File: config.mk
export PLATFORM = sky130hd
export DESIGN_NAME = kadt_dir_tracker
export DESIGN_NICKNAME = d
export VERILOG_FILES = /design/src/sv/key_autorepeat_and_direction_tracker_defines.svh /design/src/sv/kadt_pkg.sv /design/src/sv/kadt_dir_tracker.sv
export SDC_FILE = /design/constraint.sdc
export NUM_CORES = 1
export LEC_CHECK = 0
export BUFFER_PORTS_ARGS = -buffer_cell sky130_fd_sc_hd__buf_2
export CELL_PAD_IN_SITES_DETAIL_PLACEMENT = 1
export CELL_PAD_IN_SITES_GLOBAL_PLACEMENT = 1
export CORE_ASPECT_RATIO = 1.5
export CORE_UTILIZATION = 35
export CTS_CLUSTER_SIZE = 8
export DETAILED_ROUTE_END_ITERATION = 8
export PLACE_DENSITY = 0.91
export SYNTH_ARGS = -nofsm -noshare
export SYNTH_HDL_FRONTEND = slang
export SYNTH_SLANG_ARGS = --single-unit
File: constraint.sdc
create_clock -name i_clk -period 3.4 [get_ports i_clk]
set_input_delay 0.34 -clock i_clk [delete_from_list [all_inputs] [get_ports i_clk]]
set_output_delay 0.34 -clock i_clk [all_outputs]
set_load 0.01 [all_outputs]
File: src/sv/key_autorepeat_and_direction_tracker_defines.svh
// Assertion helpers shared by the RTL; all sample on i_clk and idle in reset.
`ifndef KEY_AUTOREPEAT_AND_DIRECTION_TRACKER_DEFINES_SVH
`define KEY_AUTOREPEAT_AND_DIRECTION_TRACKER_DEFINES_SVH

// Same-cycle implication.
`define KADT_ASSERT_NOW(label, ante, cons, msg) \
    label: assert property (@(posedge i_clk) disable iff (!i_rst_n) \
        (ante) |-> (cons)) else $error(msg);

// Next-cycle implication.
`define KADT_ASSERT_NEXT(label, ante, cons, msg) \
    label: assert property (@(posedge i_clk) disable iff (!i_rst_n) \
        (ante) |=> (cons)) else $error(msg);

`endif

File: src/sv/kadt_pkg.sv
`timescale 1ns / 1ps
package kadt_pkg;

    localparam int CODE_W  = 9;
    localparam int COUNT_W = 9;

    // Configuration register indexes
    typedef enum logic [2:0] {
        CFG_REPEAT_DELAY  = 3'd0,
        CFG_REPEAT_PERIOD = 3'd1,
        CFG_DOWN_KEY      = 3'd2,
        CFG_LEFT_KEY      = 3'd3,
        CFG_RIGHT_KEY     = 3'd4,
        CFG_UP_KEY        = 3'd5
    } t_cfg_idx;

    localparam logic [7:0]        RST_REPEAT_DELAY  = 8'd23;
    localparam logic [7:0]        RST_REPEAT_PERIOD = 8'd6;
    localparam logic [CODE_W-1:0] RST_DOWN_KEY      = 9'd81;
    localparam logic [CODE_W-1:0] RST_LEFT_KEY      = 9'd80;
    localparam logic [CODE_W-1:0] RST_RIGHT_KEY     = 9'd79;
    localparam logic [CODE_W-1:0] RST_UP_KEY        = 9'd82;

    // Direction codes (numpad style)
    localparam logic [3:0] DIR_NONE  = 4'd0;
    localparam logic [3:0] DIR_DOWN  = 4'd2;
    localparam logic [3:0] DIR_LEFT  = 4'd4;
    localparam logic [3:0] DIR_RIGHT = 4'd6;
    localparam logic [3:0] DIR_UP    = 4'd8;

    // Arrow bit i -> straight direction code
    localparam logic [3:0] DIR_CODE [4] = '{DIR_DOWN, DIR_LEFT, DIR_RIGHT, DIR_UP};

    // Priority of the other arrows, per arrow
    localparam logic [1:0] ORDER_TAB [4][3] = '{
        '{2'd1, 2'd2, 2'd3},
        '{2'd0, 2'd3, 2'd2},
        '{2'd0, 2'd3, 2'd1},
        '{2'd1, 2'd2, 2'd0}
    };

    // Combined code for a pair of arrows
    localparam logic [3:0] COMBO_TAB [4][4] = '{
        '{4'd2, 4'd1, 4'd3, 4'd0},
        '{4'd1, 4'd4, 4'd0, 4'd7},
        '{4'd3, 4'd0, 4'd6, 4'd9},
        '{4'd0, 4'd7, 4'd9, 4'd8}
    };

    typedef struct packed {
        logic               level;
        logic [COUNT_W-1:0] count;
    } t_key_entry;

    typedef struct packed {
        logic [3:0] four;
        logic [3:0] eight;
    } t_dirs;

    typedef struct packed {
        logic [3:0] dir;
        logic [3:0] last;
    } t_four_res;

    function automatic t_four_res resolve_four(input logic [3:0] lv, input logic [3:0] last);
        t_four_res  res;
        logic       done;
        logic [1:0] p;
        logic [1:0] o;
        res.dir  = DIR_NONE;
        res.last = last;
        done     = 1'b0;
        p        = 2'd0;
        o        = 2'd0;
        // opposite pair alone: no direction, memory kept
        if (lv == 4'h9 || lv == 4'h6) begin
            done = 1'b1;
        end
        if (!done && (last == DIR_DOWN || last == DIR_LEFT ||
                      last == DIR_RIGHT || last == DIR_UP)) begin
            p = 2'(last[3:1] - 3'd1);
            if (lv[p]) begin
                for (int j = 0; j < 3; j++) begin
                    o = ORDER_TAB[p][j];
                    if (!done && lv[o]) begin
                        res.dir = DIR_CODE[o];
                        done    = 1'b1;
                    end
                end
            end
        end
        if (!done) begin
            for (int i = 0; i < 4; i++) begin
                if (!done && lv[2'(i)]) begin
                    res.dir  = DIR_CODE[2'(i)];
                    res.last = DIR_CODE[2'(i)];
                    done     = 1'b1;
                end
            end
            if (!done) begin
                res.last = DIR_NONE;
            end
        end
        return res;
    endfunction

    function automatic logic [3:0] resolve_eight(input logic [3:0] lv);
        logic [3:0] res;
        logic       done;
        logic       inner;
        logic [1:0] o;
        res  = DIR_NONE;
        done = 1'b0;
        o    = 2'd0;
        for (int i = 0; i < 4; i++) begin
            if (!done && lv[2'(i)]) begin
                inner = 1'b0;
                for (int j = 0; j < 3; j++) begin
                    o = ORDER_TAB[2'(i)][j];
                    if (!inner && lv[o]) begin
                        res   = COMBO_TAB[2'(i)][o];
                        inner = 1'b1;
                    end
                end
                if (!inner) begin
                    res = DIR_CODE[2'(i)];
                end
                done = 1'b1;
            end
        end
        return res;
    endfunction

endpackage

File: src/sv/kadt_dir_tracker.sv
`timescale 1ns / 1ps
module kadt_dir_tracker (
    input  logic                           i_clk,
    input  logic                           i_rst_n,
    input  logic                           i_en,
    input  logic [kadt_pkg::CODE_W-1:0]    i_code,
    input  logic                           i_down,
    input  logic                           i_frame_end,
    input  logic [3:0][kadt_pkg::CODE_W-1:0] i_arrow_key,
    output kadt_pkg::t_dirs                o_dirs
);
    import kadt_pkg::*;

    logic [3:0] r_arrow_lv;
    logic [3:0] r_last_dir;
    logic [3:0] r_four;
    logic [3:0] r_eight;

    logic [3:0] n_arrow_lv;
    logic [3:0] n_last_dir;
    logic [3:0] n_four;
    logic [3:0] n_eight;
    t_four_res  four_res;

    always_comb begin
        for (int i = 0; i < 4; i++) begin
            n_arrow_lv[i] = (i_code == i_arrow_key[i]) ? i_down : r_arrow_lv[i];
        end
        four_res   = resolve_four(n_arrow_lv, r_last_dir);
        n_four     = i_frame_end ? four_res.dir : r_four;
        n_last_dir = i_frame_end ? four_res.last : r_last_dir;
        n_eight    = i_frame_end ? resolve_eight(n_arrow_lv) : r_eight;
    end

    always_ff @(posedge i_clk) begin
        if (!i_rst_n) begin
            r_arrow_lv <= '0;
            r_last_dir <= DIR_NONE;
            r_four     <= DIR_NONE;
            r_eight    <= DIR_NONE;
        end else if (i_en) begin
            r_arrow_lv <= n_arrow_lv;
            r_last_dir <= n_last_dir;
            r_four     <= n_four;
            r_eight    <= n_eight;
        end
    end

    // values the current word reports
    assign o_dirs.four  = n_four;
    assign o_dirs.eight = n_eight;

endmodule

[Word-level counts from Yosys, hierarchy flattened]
Index checks and enable logic that the tools add are counted.
Word-level totals
  register bits: 16
  input bits: 50
Operators by class
  add/subtract/negate cells: 1
  order comparisons: 8
  equality and inequality tests: 11
  mux-type cells: 71
  bitwise logic cells: 5
  reduce and logical (&&, ||, !) cells: 26
Operator list (number)
  $mux 4: 23
  $eq 9x9->1: 4
  $mux 1: 35
  $bmux 4 s2: 3
  $mux 8: 3
  $bmux 6 s2: 1
  $eq 4x3->1 const B: 3
  $ge 3x3->1 const B: 4
  $lt 2x3->1 const B: 4
  $mux 6: 2
  $not 2->3: 4
  $logic_and 1x1->1: 11
  $logic_not 1->1: 10
  $bmux 1 s2: 4
  $eq 4x4->1 const B: 2
  $eq 4x2->1 const B: 1
  $logic_or 1x1->1: 4
  $reduce_and 4->1: 1
  $ne 3x3->1 const B: 1
  $sub 2x1->2 const B: 1
  $not 1->1: 1

[Longest topological paths before layout]
Gate-level depths: netlist (run 1).
  depth in word-level cells: 32
  mapped depth: 9
  depth with buffers taken out: 8

[Worst setup path after synthesis (run 1)]
Ideal clock, no wire load.
  path kind: flip-flop to output port
  start point: reg r_last_dir[1]
  end point: out o_dirs[6] (netlist bit)
  arrival time: 2.507 ns
  path slack: 0.553 ns
  cell stages (with the launch flop): 10
  path buffers: 1
  cells stage by stage: dfxtp_1 > inv_1 > ha_1 > clkdlybuf4s25_2 > xnor2_1 > o21ai_0 > a22o_1 > o2bb2a_1 > o32ai_1 > mux2_2
RTL lines
  start, declared: RTL line kadt_dir_tracker.sv:15  | logic [3:0] r_last_dir;
  start signal, assigned: RTL line kadt_dir_tracker.sv:43  | r_last_dir <= n_last_dir;
  end, declared: RTL line kadt_dir_tracker.sv:10  | output kadt_pkg::t_dirs o_dirs

==> results.yml, run 1 <==
logic_synthesis:
  yosysTopAreaCell: "dfxtp_1"
  synth.top_cell.area_share_pct: 18.81
  ys_types: 52
  ys_async_sr_fraction_pct: 0
  synthTopCellsByArea: "dfxtp_1 19%, xnor2_1 16%, xor2_1 5.3%, nor2_1 4.5%, a2111oi_4 3.7%"
  syn_nets: 232
  netlist_instances: 179
  synth_edf_count: 0
  syn-cell-area_mm2: 0.001490
  ys_warn_count: 0
  ys_ff_latch: 14
  synth_area_per_cell_um2: 8.325
  seq_area_frac_synth_pct: 18.81
  yosys_most_used_dff: "dfxtp_1"
pwr:
  power_density_mw_per_mm2: 284.4
  p_total_mw: 0.5273
  ir_drop_uv: 224.7
  p_leak_nw: 0.7533
routing:
  routed_wl_um: 4337
  wl_per_cell_um: 15.43
  initialDrtViolationCount: 31
  drt_pre_antenna_iters: 4
  via_per_inst: 5.641
  post-route-drc-count: 0
  vias: 1585
  ant_nets: 0
floorplan:
  num_io_pins: 58
  initial_utilization_pct: 37.31
  dieArea_mm2: 0.004528
  die_h_um: 81.92
  fp.dieW_um: 55.28
  rows: 28
  core_area_mm2: 0.003994
timing:
  slew_headroom_pct: 67.21
  fmax_mhz: 320.8
  setup-tns-final_ns: 0
  worst_pin_slew_ns: 0.4901
  hold_viol: 0
  drv_slew: 0
  fin_worst_skew_ns: 0.004613
  setup_ws_ns: 0.2828
  rsz0062_at_grt: "false"
  min_period_ns: 3.117
  setup_viol: 0
  finalCritPeriodShare_pct: 91.68
clock_tree:
  h-tree-depth: 1
  clock-root-buffer: "clkbuf_8"
  hold_buffers: 0
  cts.sinks: 14
  ctsResizeCount: 0
  clk_pin_slew_worst_paths_ns: 0.06
  clock_path_buffers: 2
  cts_tree: "yes"
  cts_setup_buffers: 0
  cts_buffers: 3
  worstSkewPairLatency_ns: 0.24
grt:
  grt_antenna_before_repair: 0
  groute.usage.overall_pct: 18.63
  gr-total-overflow: 0
  first_global_vias: 1543
  grt_max_degree: 13
  grt_pass1_wl_um: 6837
worst_setup_path:
  cp.required_ns: 3.06
  crit_chain: "inv_1 -> ha_2 -> xnor2_1 -> o21ai_0 -> a22o_1 -> o2bb2a_1 -> o32ai_1 -> mux2_2 -> buf_2"
  cp_slowest_stage_delay_ns: 0.48
  start_kind: "flip-flop"
  setup.worst_path.end: "o_dirs[6]"
  r2r_end: "r_four[3]"
  worst-r2r-cell-count: 8
  rrSetupSlack_ns: 0.92
  reg2reg_from: "r_last_dir[1]"
  setup.worst_path.class: "reg2out"
  path_max_fanout: 8
  startpoint: "r_last_dir[1]"
  crit_path_end_kind: "output pin"
  arrival_ns: 2.78
  slowest_stage: "ha_2"
finish:
  multi_input_area_mm2: 0.001154
  nets: 290
  final_layout_size_suffix_gt1_share_pct: 33.47
  area_growth_pct: 24.43
  fin_util_pct: 46.43
  antenna_cells: 0
  seq_area_um2: 281.5
  nFillCells: 547
place:
  place_hpwl_um: 3772
  dp_slack_ns: 0.3410
  place_congestion: 0.9813
  port_buffers: 57
hold_path:
  holdPathStages: 2
  min_path_type: "in2reg"
status:
  status: "finished clean"
job:
  max-cap-violations: 0
[stage by stage]
step                      cells  hold slack [ns]  instance area [µm²]
after floorplan             179           0.4366                 1490
after global placement      277           0.4442                 1795
after CTS                   281           0.3859                 1851
after detailed placement    277           0.4582                 1795
after global routing        281           0.3916                 1854
final                       281           0.3829                 1854
[cell families after synthesis]
logic type	Yosys count	synth area share, %
AOI/OAI and AO/OA	52	27.96
xor gates and xnor gates	37	21.75
adders and majority gates	3	2.519
buffers and inverters	10	3.946
DFF	14	18.81
muxes	2	2.267
and+or+nand+nor	61	22.75
[state kept, by name (all words and copies together) (netlist names)]
register / count
r_four: 4
r_arrow_lv: 4
r_last_dir: 2
r_eight: 4
[synth_stat cells, drive strengths merged (2+ instances only)]
cell,instances
a2111oi,2
a211oi,5
a21oi,9
a22oi,3
a32oi,3
and3,4
buf,2
dfxtp,14
ha,3
inv,5
nand2,13
nand3,3
nand4,5
nor2,20
nor2b,2
nor3,3
nor4,4
o21a,2
o21ai,9
o31a,3
o32ai,2
or2,2
or4,2
xnor2,28
xor2,9
[power by group]
group / switching (mW) / leakage [nW] / total [mW] / internal [mW]
Clock: 0.0548 / 0.0288 / 0.157 / 0.102
Sequential: 0.00530 / 0.115 / 0.176 / 0.171
Combinational: 0.108 / 0.610 / 0.194 / 0.0856
Total: 0.169 / 0.753 / 0.527 / 0.359
[cell type report]
class                           count  area share, %
Tap cell                           45          3.036
Sequential cell                    14          15.18
Clock buffer                        4          2.969
Inverter                            6          1.215
Timing Repair Buffer               57          15.38
Multi-Input combinational cell    155          62.21
[metal layers]
layer	wire (µm)	track usage, %	vias up	part of all wire, %
li1	-	-	783	-
met1	1591	19.29	761	37
met2	2602	39.52	39	60
met3	114	0.6299	2	2.6
met4	28	6.000	0	0.65
met5	0	0	-	0
[worst min-delay path by stage]
stage                     startpoint            end  slack (ns)
after global routing         i_rst_n  r_last_dir[1]        0.39
after global placement     r_four[3]      r_four[3]        0.44
after detailed placement   r_four[3]      r_four[3]        0.46
after floorplan            r_four[3]      r_four[3]        0.44
after CTS                    i_rst_n  r_last_dir[1]        0.39
final                        i_rst_n  r_last_dir[1]        0.38
[layout by cell type, fill, tap and decap left out, types with 2 or more instances in the layout]
master / instances
buf_2: 57
xnor2_1: 28
nor2_1: 18
dfxtp_1: 13
nand2_1: 12
xor2_1: 9
o21ai_0: 9
a21oi_1: 9
inv_1: 5
nand4_1: 5
a211oi_1: 5
nor4_2: 4
and3_1: 4
clkbuf_8: 4
nor3_1: 3
a32oi_1: 3
a22oi_1: 3
nand3_1: 2
o31a_1: 2
nor2b_1: 2
or2_1: 2
nor2_2: 2
o32ai_1: 2
o21a_1: 2
a2111oi_4: 2
ha_1: 2
[worst max-delay path, delay by kind of cell, from the launching register on]
kind,cells,cell delay [ns]
adder cells (fa/ha/maj),1,0.48
multiplexers,1,0.28
AO/OA/AOI/OAI,4,0.92
buffers and inverters,2,0.29
XOR/XNOR,1,0.17
flip-flops,1,0.41
Power figures use the tool's default switching activity.
==> run 2: changes to the inputs <==
- RECOVER_POWER: default -> 25
==> run 2 against run 1 <==
Net effect: cell count is the same; largest cell class unchanged; power barely moved; utilization fell by 0.13 points; first-iteration DRC count fell by 6.5%; clock power hardly changed; critical path type unchanged; non-clock buffer count is the same; via count shrank 0.13%; highest routed layer unchanged.
==> results.yml, run 2 (synthesis gave the netlist of run 1 again) <==
timing:
  hold_ws_ns: 0.3829
  fmax_mhz: 320.8
  finalCritPeriodShare_pct: 91.68
  rsz0062_at_grt: "false"
  hold_viol: 0
  fin_worst_skew_ns: 0.004723
  min_period_ns: 3.117
  setup-tns-final_ns: 0
  setup_viol: 0
  slew_headroom_pct: 67.21
  drv_slew: 0
  worst_pin_slew_ns: 0.4901
routing:
  vias: 1583
  post-route-drc-count: 0
  wl_per_cell_um: 15.43
  routed_wl_um: 4337
  drt_pre_antenna_iters: 4
  via_per_inst: 5.633
  initialDrtViolationCount: 29
  ant_nets: 0
clock_tree:
  worstSkewPairLatency_ns: 0.24
  cts_tree: "yes"
  clk_pin_slew_worst_paths_ns: 0.06
  clock_path_buffers: 2
  hold_buffers: 0
  cts_setup_buffers: 0
  h-tree-depth: 1
  clock-root-buffer: "clkbuf_8"
  cts_buffers: 3
  cts.sinks: 14
pwr:
  pwr-share-comb_pct: 36.8
  p_sw_mw: 0.1685
  ir_drop_uv: 224.8
  p_seq_share_pct: 33.4
  power_density_mw_per_mm2: 284.9
  clock_power_share_pct: 29.8
  p_leak_nw: 0.7389
  swShare_pct: 31.98
  p_int_mw: 0.3584
worst_setup_path:
  cp_slowest_stage_delay_ns: 0.48
  crit_chain: "inv_1 -> ha_2 -> xnor2_1 -> o21ai_0 -> a22o_1 -> o2bb2a_1 -> o32ai_1 -> mux2_2 -> buf_2"
  path_max_fanout: 8
  start_kind: "flip-flop"
  setup.worst_path.class: "reg2out"
  arrival_ns: 2.78
  crit_path_end_kind: "output pin"
  cp.required_ns: 3.06
  slowest_stage: "ha_2"
  worst-r2r-cell-count: 8
grt:
  grt_max_degree: 13
  groute.usage.overall_pct: 18.63
  grt_pass1_wl_um: 6837
  first_global_vias: 1543
  grt_antenna_before_repair: 0
  gr-total-overflow: 0
floorplan:
  rows: 28
  fp.dieW_um: 55.28
  num_io_pins: 58
  initial_utilization_pct: 37.31
  core_area_mm2: 0.003994
  dieArea_mm2: 0.004528
  die_h_um: 81.92
finish:
  final_layout_size_suffix_gt1_share_pct: 31.78
  multi_input_area_mm2: 0.001154
  nFillCells: 549
  antenna_cells: 0
  seq_area_um2: 281.5
  final_cell_count_no_fill: 281
  area_growth_pct: 24.10
  stdcell_area_mm2: 0.001849
  nets: 290
  reg_top3: "r_arrow_lv: 4 flops, r_eight: 4 flops, r_four: 4 flops"
  fin_util_pct: 46.30
  layout_commonest_cell: "buf_2"
  final_cell_mix: "53 x buf_2, 28 x xnor2_1, 18 x nor2_1, 13 x dfxtp_1, 12 x nand2_1"
place:
  port_buffers: 57
  place_congestion: 0.9813
  dpl_cell_area_mm2: 0.001795
  dp.cells: 277
  place_hpwl_um: 3772
hold_path:
  min_path_type: "in2reg"
  holdPathStages: 2
status:
  status: "finished clean"
job:
  max-cap-violations: 0
==> run 2: changes by cell type in the layout (fill, tap and decap cells not counted) <==
cell / change
buf_2: -4
clkbuf_1: +4
==> run 2: per-layer routing <==
layer / track usage [%] / wire length [µm]
met2: 39.52 / 2591
met4: 6.000 / 28
met3: 0.6299 / 132
met5: 0 / 0
met1: 19.29 / 1585
==> run 2: worst paths after layout <==
kind                                    start       endpoint  slack (ns)
worst max-delay path            r_last_dir[1]      o_dirs[6]        0.28
worst min-delay path                  i_rst_n  r_last_dir[1]        0.38
worst max register to register  r_last_dir[1]      r_four[3]        0.92
worst min register to register  r_arrow_lv[1]  r_arrow_lv[1]        0.49
==> run 2: power groups by stage <==
stage	registers [mW]	logic (mW)	clock network, mW
final	0.176	0.194	0.157
after global routing	0.177	0.212	0.168
after CTS	0.176	0.194	0.161
after detailed placement	0.179	0.193	0
after global placement	0.179	0.187	0
after floorplan	0.178	0.127	0
==> run 2: cell type report <==
type                    instances  area share, %
clock buffers                   4          2.977
inverters                       6          1.218
multi-input cells             155          62.38
flip-flops and latches         14          15.22
well taps                      45          3.045
repair buffers                 57          15.16
==> run 2: critical path: cells and delay by family (launching register included) <==
family,cells,cell delay [ns]
adder cells (fa/ha/maj),1,0.48
XOR/XNOR,1,0.17
AO/OA/AOI/OAI,4,0.92
multiplexers,1,0.28
flip-flops,1,0.41
buffers and inverters,2,0.29
==> run 2: timing repair <==
action	4_1_cts	5_1_grt
endpoints found under the hold margin	0	0
endpoints found under the setup margin	0	2
resized for setup	0	2
==> run 2: stage by stage <==
step | setup WS (ns) | total power [mW]
after detailed placement | 0.3410 | 0.3724
after floorplan | 0.5528 | 0.3053
after global placement | 0.4307 | 0.3660
after global routing | 0.09243 | 0.5568
final | 0.2829 | 0.5269
after CTS | 0.07980 | 0.5304
==> run 3: changes to the inputs <==
- CORE_UTILIZATION: 35 -> 36
- CTS_BUF_LIST: default -> sky130_fd_sc_hd__clkbuf_4
- PLACE_DENSITY: 0.91 -> 0.93
==> run 3 against run 2 <==
Net effect: utilization decreased by 0.32 points; global-route usage increased by 1.6 points; worst hold slack got worse by 0.062 ns; clock-buffer cell count decreased by 1; cell count unchanged; clock skew increased by 0.0072 ns; via count decreased by 0.13%; largest cell class unchanged.
==> results.yml, run 3 (synthesis gave the netlist of run 1 again) <==
worst_setup_path:
  path_max_fanout: 8
  setup.worst_path.class: "reg2out"
  cp.required_ns: 3.06
  arrival_ns: 2.87
  start_kind: "flip-flop"
  crit_path_end_kind: "output pin"
finish:
  final_layout_size_suffix_gt1_share_pct: 31.36
  nets: 290
  reg_top3: "r_arrow_lv: 4 flops, r_eight: 4 flops, r_four: 4 flops"
  layout_commonest_cell: "buf_2"
  stdcell_area_mm2: 0.001821
  area_growth_pct: 22.17
  antenna_cells: 0
  final_cell_mix: "53 x buf_2, 28 x xnor2_1, 18 x nor2_1, 13 x dfxtp_1, 12 x nand2_1"
  fin_util_pct: 45.99
timing:
  hold_viol: 0
  hold_ws_ns: 0.3206
  min_period_ns: 3.208
  rsz0062_at_grt: "false"
  finalCritPeriodShare_pct: 94.36
  worst_pin_slew_ns: 0.4788
  setup_viol: 0
  fmax_mhz: 311.7
  slew_headroom_pct: 68.08
  drv_slew: 0
  setup-tns-final_ns: 0
  fin_worst_skew_ns: 0.01193
place:
  place_congestion: 0.9291
  port_buffers: 57
  place_hpwl_um: 3736
  dpl_cell_area_mm2: 0.001795
clock_tree:
  cts_setup_buffers: 0
  clock_path_buffers: 2
  clock-root-buffer: "clkbuf_4"
  cts.sinks: 14
  worstSkewPairLatency_ns: 0.30
  clk_pin_slew_worst_paths_ns: 0.10
  cts_buffers: 3
  h-tree-depth: 1
  cts_tree: "yes"
pwr:
  p_leak_nw: 0.7256
  power_density_mw_per_mm2: 259.2
  ir_drop_uv: 147.2
  pwr-share-comb_pct: 41.1
  p_sw_mw: 0.1733
  p_seq_share_pct: 37.2
  clock_power_share_pct: 21.7
  swShare_pct: 36.74
  p_total_mw: 0.4718
  p_int_mw: 0.2985
grt:
  grt_antenna_before_repair: 0
  grt_pass1_wl_um: 6603
  first_global_vias: 1544
  groute.usage.overall_pct: 20.20
  gr-total-overflow: 0
  grt_max_degree: 13
routing:
  drt_pre_antenna_iters: 6
  ant_nets: 0
  wl_per_cell_um: 15.44
  post-route-drc-count: 0
  via_per_inst: 5.626
  routed_wl_um: 4338
  initialDrtViolationCount: 28
  vias: 1581
floorplan:
  initial_utilization_pct: 37.64
  fp.dieW_um: 54.53
  dieArea_mm2: 0.004406
  rows: 28
  num_io_pins: 58
  die_h_um: 80.80
  core_area_mm2: 0.003959
hold_path:
  min_path_type: "in2reg"
job:
  max-cap-violations: 0
status:
  status: "finished clean"
-- run 3: power by group through the flow --
stage	registers (mW)	logic, mW	clock network [mW]
after CTS	0.175	0.196	0.101
after detailed placement	0.179	0.194	0
after floorplan	0.178	0.127	0
after global placement	0.179	0.187	0
after global routing	0.177	0.212	0.108
final	0.176	0.194	0.102
-- run 3: worst max-delay path: stages (launching register included) --
cell	delay, ns
dfxtp_2	0.41
inv_1	0.15
ha_2	0.47
xnor2_1	0.17
o21ai_0	0.18
a22o_1	0.25
o2bb2a_1	0.36
o32ai_1	0.15
mux2_2	0.29
buf_2	0.14
-- run 3: cell type report --
| type | count | area [µm²] |
|---|---|---|
| sequential | 14 | 281.5 |
| multi-input combinational | 155 | 1154 |
| clock inverter | 1 | 3.754 |
| fill | 511 | 2138 |
| tap | 45 | 56.30 |
| clock buffer | 3 | 22.52 |
| inverter | 6 | 22.52 |
| timing repair buffer | 57 | 280.3 |
-- run 3: timing repair --
action | in CTS | in global routing
setup endpoints to repair | 1 | 2
resized for setup | 1 | 1
cloned | 0 | 0
hold buffers | 0 | 0
-- run 3: per-stage QoR --
step,setup slack (ns),cells
floorplan,0.5528,179
detailed placement,0.3286,277
finish,0.1919,281
CTS,0.07824,281
global route,0.01293,281
global placement,0.4253,277
-- run 3: path summary, 6_finish.rpt --
path	start	to	slack, ns	depth (start not counted)
max reg2reg	r_last_dir[1]	r_four[3]	0.91	8
min reg2reg	r_eight[3]	r_eight[3]	0.48	1
max	r_last_dir[1]	o_dirs[6]	0.19	9
min	i_rst_n	r_last_dir[1]	0.32	2
-- run 3: metal layers --
layer	GRT usage (%)	share of wire (%)
met5	0	0
met4	8.462	2.2
met3	1.498	2.7
met2	38.90	57
met1	20.96	38
